==> src/hdl/fprfa_pkg.sv <==
`timescale 1ns / 1ps
// ----------------------------------------------------------------------------
// fprfa_pkg - shared types and constants
// Access codes, field widths and control/status constants for the FPU
// register file access block and its checker.
// ----------------------------------------------------------------------------
package fprfa_pkg;

  localparam int unsigned NUM_FPR    = 32;
  localparam int unsigned FPR_W      = 64;
  localparam int unsigned IDX_W      = 5;
  localparam int unsigned CSR_W      = 25;
  localparam int unsigned IN_DATA_W  = 72;  // reg_index + write_data, padded to bytes
  localparam int unsigned IN_USER_W  = 3;
  localparam int unsigned OUT_DATA_W = 64;
  localparam int unsigned OUT_USER_W = 2;
  localparam int unsigned CFG_ADDR_W = 3;
  localparam int unsigned CFG_DATA_W = 32;

  typedef logic [IDX_W-1:0] idx_t;
  typedef logic [FPR_W-1:0] fpr_t;
  typedef logic [CSR_W-1:0] csr_t;

  typedef enum logic [2:0] {
    ACT_RD_WORD = 3'd0,
    ACT_RD_DBL  = 3'd1,
    ACT_WR_WORD = 3'd2,
    ACT_WR_DBL  = 3'd3,
    ACT_RD_CTRL = 3'd4,
    ACT_WR_CTRL = 3'd5
  } action_t;

  // Configuration register indexes (taken from paddr bit 2)
  localparam logic CFG_WIDE_MODE  = 1'b0;
  localparam logic CFG_COP_USABLE = 1'b1;

  // Control register numbers and values
  localparam idx_t        CTRL_ID_INDEX     = 5'd0;
  localparam idx_t        CTRL_STATUS_INDEX = 5'd31;
  localparam logic [31:0] CTRL_WRITE_MASK   = 32'h0183_FFFF;
  localparam logic [31:0] CTRL_ID_VALUE     = 32'h0000_0A00;
  localparam int unsigned UNIMPL_BIT        = 17;
  localparam int unsigned CAUSE_LSB         = 12;
  localparam int unsigned ENABLE_LSB        = 7;
  localparam int unsigned CAUSE_W           = 5;

endpackage

==> src/hdl/fpu_register_file_access.sv <==
`timescale 1ns / 1ps
// ----------------------------------------------------------------------------
// fpu_register_file_access - coprocessor-1 register file access
// Path: an accepted item goes through the input register, then the result
// register, and shows on out_* from there; it is held while the result side
// is stalled. Throughput: one item per cycle when the result side is not
// stalled; the register array update and the result are both produced in
// the single pass after the input register.
// Reset: synchronous, active low; clears all 32 registers, the status word,
// the pipeline valids, and sets wide_mode 0 and cop_usable 1.
// ----------------------------------------------------------------------------
module fpu_register_file_access (
  input  logic                               clk,
  input  logic                               rst_n,
  // input channel
  input  logic                               in_tvalid,
  output logic                               in_tready,
  input  logic [fprfa_pkg::IN_DATA_W-1:0]    in_tdata,   // [4:0] reg_index, [68:5] write_data
  input  logic [fprfa_pkg::IN_USER_W-1:0]    in_tuser,   // [2:0] action
  // result channel
  output logic                               out_tvalid,
  input  logic                               out_tready,
  output logic [fprfa_pkg::OUT_DATA_W-1:0]   out_tdata,  // [63:0] read_data
  output logic [fprfa_pkg::OUT_USER_W-1:0]   out_tuser,  // [0] unusable_fault, [1] fp_exception
  // configuration port
  input  logic                               cfg_psel,
  input  logic                               cfg_penable,
  input  logic                               cfg_pwrite,
  input  logic [fprfa_pkg::CFG_ADDR_W-1:0]   cfg_paddr,
  input  logic [fprfa_pkg::CFG_DATA_W-1:0]   cfg_pwdata,
  output logic [fprfa_pkg::CFG_DATA_W-1:0]   cfg_prdata,
  output logic                               cfg_pready
);
  import fprfa_pkg::*;

  // --------------------------------------------------------------------------
  // Configuration registers
  // --------------------------------------------------------------------------
  logic wide_mode_r;
  logic cop_usable_r;
  logic cfg_wr;

  assign cfg_pready = 1'b1;
  // Only bit 2 of the address selects a register; the low bits are byte lanes.
  assign cfg_wr     = cfg_psel && cfg_penable && cfg_pwrite && cfg_pready;

  always_ff @(posedge clk) begin
    if (!rst_n) begin
      wide_mode_r  <= 1'b0;
      cop_usable_r <= 1'b1;
    end else if (cfg_wr) begin
      case (cfg_paddr[2])
        CFG_WIDE_MODE:  wide_mode_r  <= cfg_pwdata[0];
        CFG_COP_USABLE: cop_usable_r <= cfg_pwdata[0];
        default: ;
      endcase
    end
  end

  always_comb begin
    case (cfg_paddr[2])
      CFG_WIDE_MODE:  cfg_prdata = {{(CFG_DATA_W-1){1'b0}}, wide_mode_r};
      CFG_COP_USABLE: cfg_prdata = {{(CFG_DATA_W-1){1'b0}}, cop_usable_r};
      default:        cfg_prdata = '0;
    endcase
  end

  // --------------------------------------------------------------------------
  // Handshake: the input register advances whenever the result register is
  // free or being emptied this cycle.
  // --------------------------------------------------------------------------
  logic    s1_valid_r;
  action_t s1_act_r;
  idx_t    s1_idx_r;
  fpr_t    s1_data_r;

  logic out_valid_r;
  fpr_t out_data_r;
  logic out_fault_r;
  logic out_fpe_r;

  logic advance;
  logic commit;

  assign advance   = !out_valid_r || out_tready;
  assign commit    = s1_valid_r && advance;
  assign in_tready = !s1_valid_r || advance;

  always_ff @(posedge clk) begin
    if (!rst_n) begin
      s1_valid_r <= 1'b0;
    end else if (in_tready) begin
      s1_valid_r <= in_tvalid;
    end
  end

  // Payload of the input register: load on every accepted item, hold otherwise.
  always_ff @(posedge clk) begin
    if (in_tvalid && in_tready) begin
      s1_act_r  <= action_t'(in_tuser[2:0]);
      s1_idx_r  <= in_tdata[IDX_W-1:0];
      s1_data_r <= in_tdata[IDX_W +: FPR_W];
    end
  end

  // --------------------------------------------------------------------------
  // Register array and status word
  // --------------------------------------------------------------------------
  fpr_t fpr_r [NUM_FPR];
  csr_t csr_r;

  // Paired mode: an odd index names the high word of the even register below.
  logic hi_half;
  idx_t pair_idx;
  idx_t word_idx;
  idx_t dbl_idx;
  fpr_t word_old;
  fpr_t dbl_old;
  logic [31:0] word_rd;

  assign hi_half  = !wide_mode_r && s1_idx_r[0];
  assign pair_idx = {s1_idx_r[IDX_W-1:1], 1'b0};
  assign word_idx = hi_half ? pair_idx : s1_idx_r;
  assign dbl_idx  = wide_mode_r ? s1_idx_r : pair_idx;
  assign word_old = fpr_r[word_idx];
  assign dbl_old  = fpr_r[dbl_idx];
  assign word_rd  = hi_half ? word_old[63:32] : word_old[31:0];

  // Status word after a control write, and the exception test on it
  logic [31:0] csr_wr_full;
  csr_t        csr_nxt;
  logic [CAUSE_W-1:0] cause;
  logic [CAUSE_W-1:0] enable;
  logic               fpe_hit;

  assign csr_wr_full = s1_data_r[31:0] & CTRL_WRITE_MASK;
  assign csr_nxt     = csr_wr_full[CSR_W-1:0];
  assign cause       = csr_nxt[CAUSE_LSB +: CAUSE_W];
  assign enable      = csr_nxt[ENABLE_LSB +: CAUSE_W];
  assign fpe_hit     = csr_nxt[UNIMPL_BIT] || |(cause & enable);

  // Result and write decode
  logic fpr_we;
  idx_t fpr_waddr;
  fpr_t fpr_wr_nxt;
  logic csr_we;
  fpr_t rd_nxt;
  logic fault_nxt;
  logic fpe_nxt;

  always_comb begin
    fpr_we     = 1'b0;
    fpr_waddr  = dbl_idx;
    fpr_wr_nxt = s1_data_r;
    csr_we     = 1'b0;
    rd_nxt     = '0;
    fault_nxt  = 1'b0;
    fpe_nxt    = 1'b0;
    case (s1_act_r)
      ACT_RD_WORD: begin
        if (!cop_usable_r) fault_nxt = 1'b1;
        else rd_nxt = {{32{word_rd[31]}}, word_rd};
      end
      ACT_RD_DBL: begin
        if (!cop_usable_r) fault_nxt = 1'b1;
        else rd_nxt = dbl_old;
      end
      ACT_WR_WORD: begin
        if (!cop_usable_r) begin
          fault_nxt = 1'b1;
        end else begin
          fpr_we     = 1'b1;
          fpr_waddr  = word_idx;
          // Merge the new word into the half it names, keep the other half.
          fpr_wr_nxt = hi_half ? {s1_data_r[31:0], word_old[31:0]}
                               : {word_old[63:32], s1_data_r[31:0]};
        end
      end
      ACT_WR_DBL: begin
        if (!cop_usable_r) fault_nxt = 1'b1;
        else fpr_we = 1'b1;
      end
      ACT_RD_CTRL: begin
        // Control accesses ignore cop_usable.
        if (s1_idx_r == CTRL_ID_INDEX)
          rd_nxt = {32'b0, CTRL_ID_VALUE};
        else if (s1_idx_r == CTRL_STATUS_INDEX)
          rd_nxt = {{(FPR_W-CSR_W){1'b0}}, csr_r};
      end
      ACT_WR_CTRL: begin
        // Only the status word is writable; the ID register drops writes.
        if (s1_idx_r == CTRL_STATUS_INDEX) begin
          csr_we  = 1'b1;
          fpe_nxt = fpe_hit;
        end
      end
      default: ;
    endcase
  end

  // State changes only when the item moves into the result register, so the
  // next item in the input register already sees them.
  always_ff @(posedge clk) begin
    if (!rst_n) begin
      for (int i = 0; i < NUM_FPR; i++) fpr_r[i] <= '0;
      csr_r <= '0;
    end else if (commit) begin
      if (fpr_we) fpr_r[fpr_waddr] <= fpr_wr_nxt;
      if (csr_we) csr_r <= csr_nxt;
    end
  end

  // --------------------------------------------------------------------------
  // Result register: hold while stalled, advance otherwise.
  // --------------------------------------------------------------------------
  always_ff @(posedge clk) begin
    if (!rst_n) begin
      out_valid_r <= 1'b0;
    end else if (advance) begin
      out_valid_r <= s1_valid_r;
    end
  end

  always_ff @(posedge clk) begin
    if (commit) begin
      out_data_r  <= rd_nxt;
      out_fault_r <= fault_nxt;
      out_fpe_r   <= fpe_nxt;
    end
  end

  assign out_tvalid = out_valid_r;
  assign out_tdata  = out_data_r;
  assign out_tuser  = {out_fpe_r, out_fault_r};

endmodule

==> config.mk <==
export PLATFORM = sky130hd
export DESIGN_NAME = fpu_register_file_access
export DESIGN_NICKNAME = d
export VERILOG_FILES = /design/src/hdl/fprfa_pkg.sv /design/src/hdl/fpu_register_file_access.sv
export SDC_FILE = /design/constraint.sdc
export NUM_CORES = 2
export LEC_CHECK = 0
export BUFFER_PORTS_ARGS = -buffer_cell sky130_fd_sc_hd__buf_4
export CORE_MARGIN = 2
export CORE_UTILIZATION = 45
export CTS_CLUSTER_SIZE = 28
export DETAILED_ROUTE_END_ITERATION = 8
export GPL_TIMING_DRIVEN = 1
export HOLD_SLACK_MARGIN = 0.02
export PLACE_DENSITY = 0.58
export SLEW_MARGIN = 20
export SYNTH_ARGS = -nofsm -noshare
export SYNTH_HDL_FRONTEND = slang
export SYNTH_SLANG_ARGS = --single-unit
==> constraint.sdc <==
create_clock -name clk -period 12.15 [get_ports clk]
set_input_delay 3.645 -clock clk [delete_from_list [all_inputs] [get_ports clk]]
set_output_delay 3.645 -clock clk [all_outputs]
set_load 0.01 [all_outputs]
==> out/results.txt <==
For the finished layout, the period the worst path requires is 7888 ps. In this run the vertical extent of the chip is 473.7 µm. The startpoint identified for the worst register-to-register timing path is s1_idx_r[0]. The total number of clock tree sinks was 2210; the number of enable flip-flop cells after synthesis was 2186. The largest voltage drop on the vdd net came out at 193.8 µV. In this run the worst path has a maximum fanout of 6.

Number of antenna violations at the first check in global routing: 15. The run gives 99260 µm² as the cell area after technology mapping. Dividing the detail-routed wire length by the instance count gives 38.28 µm. For this configuration, the core starts out at a cell density of 45.22%.

The total count of hold-check failures in the final report was 0. For the worst flop-to-flop path, the logic depth is 9. The slowest stage of the critical path is the buf_4 cell. Buffers inserted to repair hold after CTS numbered 0. The minimum setup slack among reg-to-reg paths was 6050 ps.

The logs give 65690 for the via count of the first global-routing pass and 0 for the number of cells upsized or downsized after cts. The run finished with clean final reports. For the final database, setup skew stands at 56.06 ps. The most used flip-flop cell after synthesis is edfxtp_1. The worst slew margin relative to its limit was 16.02%. The kind of end point of the critical path was a primary output.

The logs give 0 for the overflow left after global routing and 126.8 MHz for the maximum clock frequency. Setup repair after global routing left no endpoint under its margin. After routing, the total negative slack on setup checks comes to 0 ps.

After the first detailed-routing iteration, the DRC count stood at 11700. In the global route stage, overall resource usage came out at 33.85%. The total vias in the final route is 68940, and the synthesized area per cell is 13.68 µm².

The hold path startpoint is csr_r[8]. The tools report the arrival time of the worst setup path as 4240 ps. The clock tree root buffer cell is clkbuf_16. Entering global routing, the biggest net connects 153 pins. The cell depth of the worst min-delay path was 2.

For this run, the number of Yosys warnings is 0. Summing the sequential cell areas from Yosys gives 66.61% of the chip area. The run gives 219500 µm² as the core box area. Synthesized instance count: 7258. The analysis attributes to cell leakage a power of 38.10 nW. In this run the cell area measured after placement is 102200 µm². The first global-routing pass estimated 529.6 mm of wire. The worst setup path category is input port to primary output. Counting flops and latches in the post-synthesis netlist gives 2210. Buffers placed on the I/O ports in this run total 149. Setup violations remaining at the end of the flow were counted as 0. After detailed routing, the number of vias per cell comes to 6.828. For the data required time of the worst path, the log shows 8500 ps. 218 I/O pins were placed. The cell repeated most along the worst path was buf_4.

The critical register-to-register path endpoint is fpr_r[1][56]. Traced cell by cell, the critical path runs through buf_4 > nor2b_1 > buf_4 > nand2_1 > buf_4. Total power density per cell area: 154.0 nW/µm².

The horizontal die dimension was 473.7 µm. The tools report the kind of launch point of the worst setup path as an input port. The H-tree generated during clock tree synthesis spans 4 levels. The share of post-route cells with drive strength above 1 works out to 20.63%. No sink is reached through more buffers than the 3 on the longest clock path.

For this run, the detailed router's first-pass iteration total came to 6. After layout, the worst path uses 64.92% of the clock period. Signed area change from the synthesized netlist to the final layout: 10.51%. The logs give 18790 for the number of inserted filler cells in the final layout and 198.6 mm for the HPWL after detailed placement.

The path with the worst hold slack has its endpoint at csr_r[8]. For the overall routed net length, the log shows 386.5 mm. The largest single stage delay on the critical path is 160 ps. After clock tree synthesis, the clock-pin slew on the worst setup and hold paths is 60 ps. For the buffer count from post-CTS setup fixing, the log shows 0. At the end of routability-driven placement, the weighted congestion stood at 0.8391.

Buffers inserted during clock tree synthesis total 228. The initialized floorplan defines 172 standard-cell rows. The share of async-settable or async-resettable flops after synthesis is 0%.

The run gives 109700 µm² as the final standard cell area without fillers. In this run the remaining antenna-violating nets after routing total 0. At the pin with the least slew margin, the transition time is 1260 ps. For the count of unique library cells instantiated by Yosys, the log shows 56. The number of maximum-capacitance constraint violations came out at 0. For the clock latency on the worst-skew pair, the log shows 900 ps. Classification of the worst-slack hold path: flip-flop to flip-flop. The net count of the finished layout is 7146. TritonCTS built the clock tree. The floorplan step defined a die boundary enclosing 224400 µm². Max-slew violation count: 0.

After detailed routing, the number of remaining DRC violations is 0.
-- critical path: cells and delay by family --
kind / cells / cell delay, ps
buffers and inverters: 3 / 420
and+or+nand+nor: 2 / 180
-- metal layers --
| layer | vias up | routed length [µm] | global-route usage (%) |
|---|---|---|---|
| met1 | 35410 | 141500 | 45.35 |
| met3 | 1172 | 48210 | 7.837 |
| met5 | - | 36 | 0 |
| met4 | 6 | 24370 | 17.79 |
| li1 | 27040 | - | - |
| met2 | 5319 | 172400 | 51.44 |
-- power breakdown --
part           total, W  switching, W  internal, W
clock           0.00699       0.00310      0.00389
combinational   0.00117      0.000929     0.000244
sequential      0.00873     0.0000929      0.00863
total            0.0169       0.00413       0.0128
-- kinds of logic (layout without fill, tap and decap cells) --
kind of cell | Yosys count | in the layout | share of synthesized area [%]
AND/OR/NAND/NOR | 2877 | 2877 | 15.60
AO/OA/AOI/OAI | 952 | 952 | 7.302
buffers and inverters | 856 | 786 | 4.612
multiplexers | 361 | 361 | 5.860
flip-flops | 2210 | 2210 | 66.61
other | 2 | 39 | 0.007566
-- how the worst max path moves through the flow --
stage / slack (ps) / to / startpoint
6_report: 4260 / in_tready / out_tready
2_1_floorplan: 4460 / in_tready / out_tready
3_5_place_dp: 4150 / fpr_r[17][30] / rst_n
4_1_cts: 4260 / in_tready / out_tready
3_3_place_gp: 3160 / fpr_r[5][18] / rst_n
5_1_grt: 4200 / in_tready / out_tready
-- cell usage in the layout, fill, tap and decap left out, types with 21 or more instances in the layout --
cell	n
o21ai_0	25
clkinv_1	49
nor4_1	22
conb_1	32
nor3_1	257
a21oi_1	33
nor2_2	37
nand2_4	62
nor2_1	1361
mux2i_1	184
edfxtp_1	2186
a211oi_1	509
clkinv_2	37
buf_4	342
nor2_4	21
o22ai_1	106
clkbuf_1	58
a2111oi_0	146
nor2b_1	24
dfxtp_1	23
nor3_2	421
and3_1	510
nand4_1	44
a22o_1	22
clkbuf_16	228
nand2_1	68
o21a_2	34
mux4_2	176
-- registers in the layout, summed over array words and instances (netlist names) --
signal / flops
cop_usable_r: 1
csr_r: 20
fpr_r: 2048
out_fault_r: 1
out_fpe_r: 1
out_tdata: 64
out_tvalid: 1
s1_act_r: 3
s1_data_r: 64
s1_idx_r: 5
s1_valid_r: 1
wide_mode_r: 1
-- per-stage QoR --
step                      total power [W]  std cells  worst slack, ps  util [%]  hold slack (ps)
after floorplan                  0.009475       7288             4462         -            483.0
after global placement           0.009987       9656             3163     46.47            496.8
after detailed placement          0.01001       9662             4154     46.54            504.1
after CTS                         0.01686      10080             4260     49.87            522.1
after global routing              0.01723      10090             4201     49.97            548.8
final                             0.01689      10100             4262     49.97            524.7
-- area by class of cell --
class	instances	area [µm²]	area share, %
multi-input cells	4222	29580	26.97
clock buffers	295	6047	5.513
diodes	7	17.52	0.01597
inverters	1	3.754	0.003422
well taps	2871	3592	3.275
clock inverters	124	1254	1.143
flip-flops and latches	2210	66130	60.28
repair buffers	366	3072	2.800
-- synth_stat cells, types with 6 or more instances --
cell type | number | area [µm²]
nand4bb_1 | 6 | 67.56
nor2b_1 | 25 | 156.4
a22o_1 | 22 | 192.7
a21boi_2 | 11 | 123.9
nor2_2 | 30 | 187.7
dfxtp_1 | 24 | 480.5
o22ai_1 | 106 | 663.1
o21a_1 | 23 | 172.7
buf_8 | 6 | 90.09
a2111oi_0 | 148 | 1296
buf_12 | 8 | 160.2
a211oi_1 | 509 | 3821
nand2b_1 | 6 | 37.54
edfxtp_1 | 2186 | 65640
nor3_2 | 415 | 4154
buf_1 | 39 | 146.4
nand4_1 | 44 | 275.3
nor2_1 | 1389 | 5214
nand2_1 | 133 | 499.2
a2111oi_2 | 14 | 210.2
clkbuf_1 | 547 | 2053
nor4_1 | 27 | 168.9
and3_1 | 510 | 3191
nor3_1 | 264 | 1321
buf_2 | 86 | 430.4
buf_6 | 114 | 1284
buf_4 | 54 | 405.4
a22oi_1 | 13 | 97.59
o21a_2 | 20 | 175.2
a21oi_1 | 36 | 180.2
mux4_2 | 176 | 3964
mux2i_1 | 184 | 1842
a21o_1 | 18 | 135.1
o21ai_0 | 26 | 130.1
(Power assumes the default switching activity.)
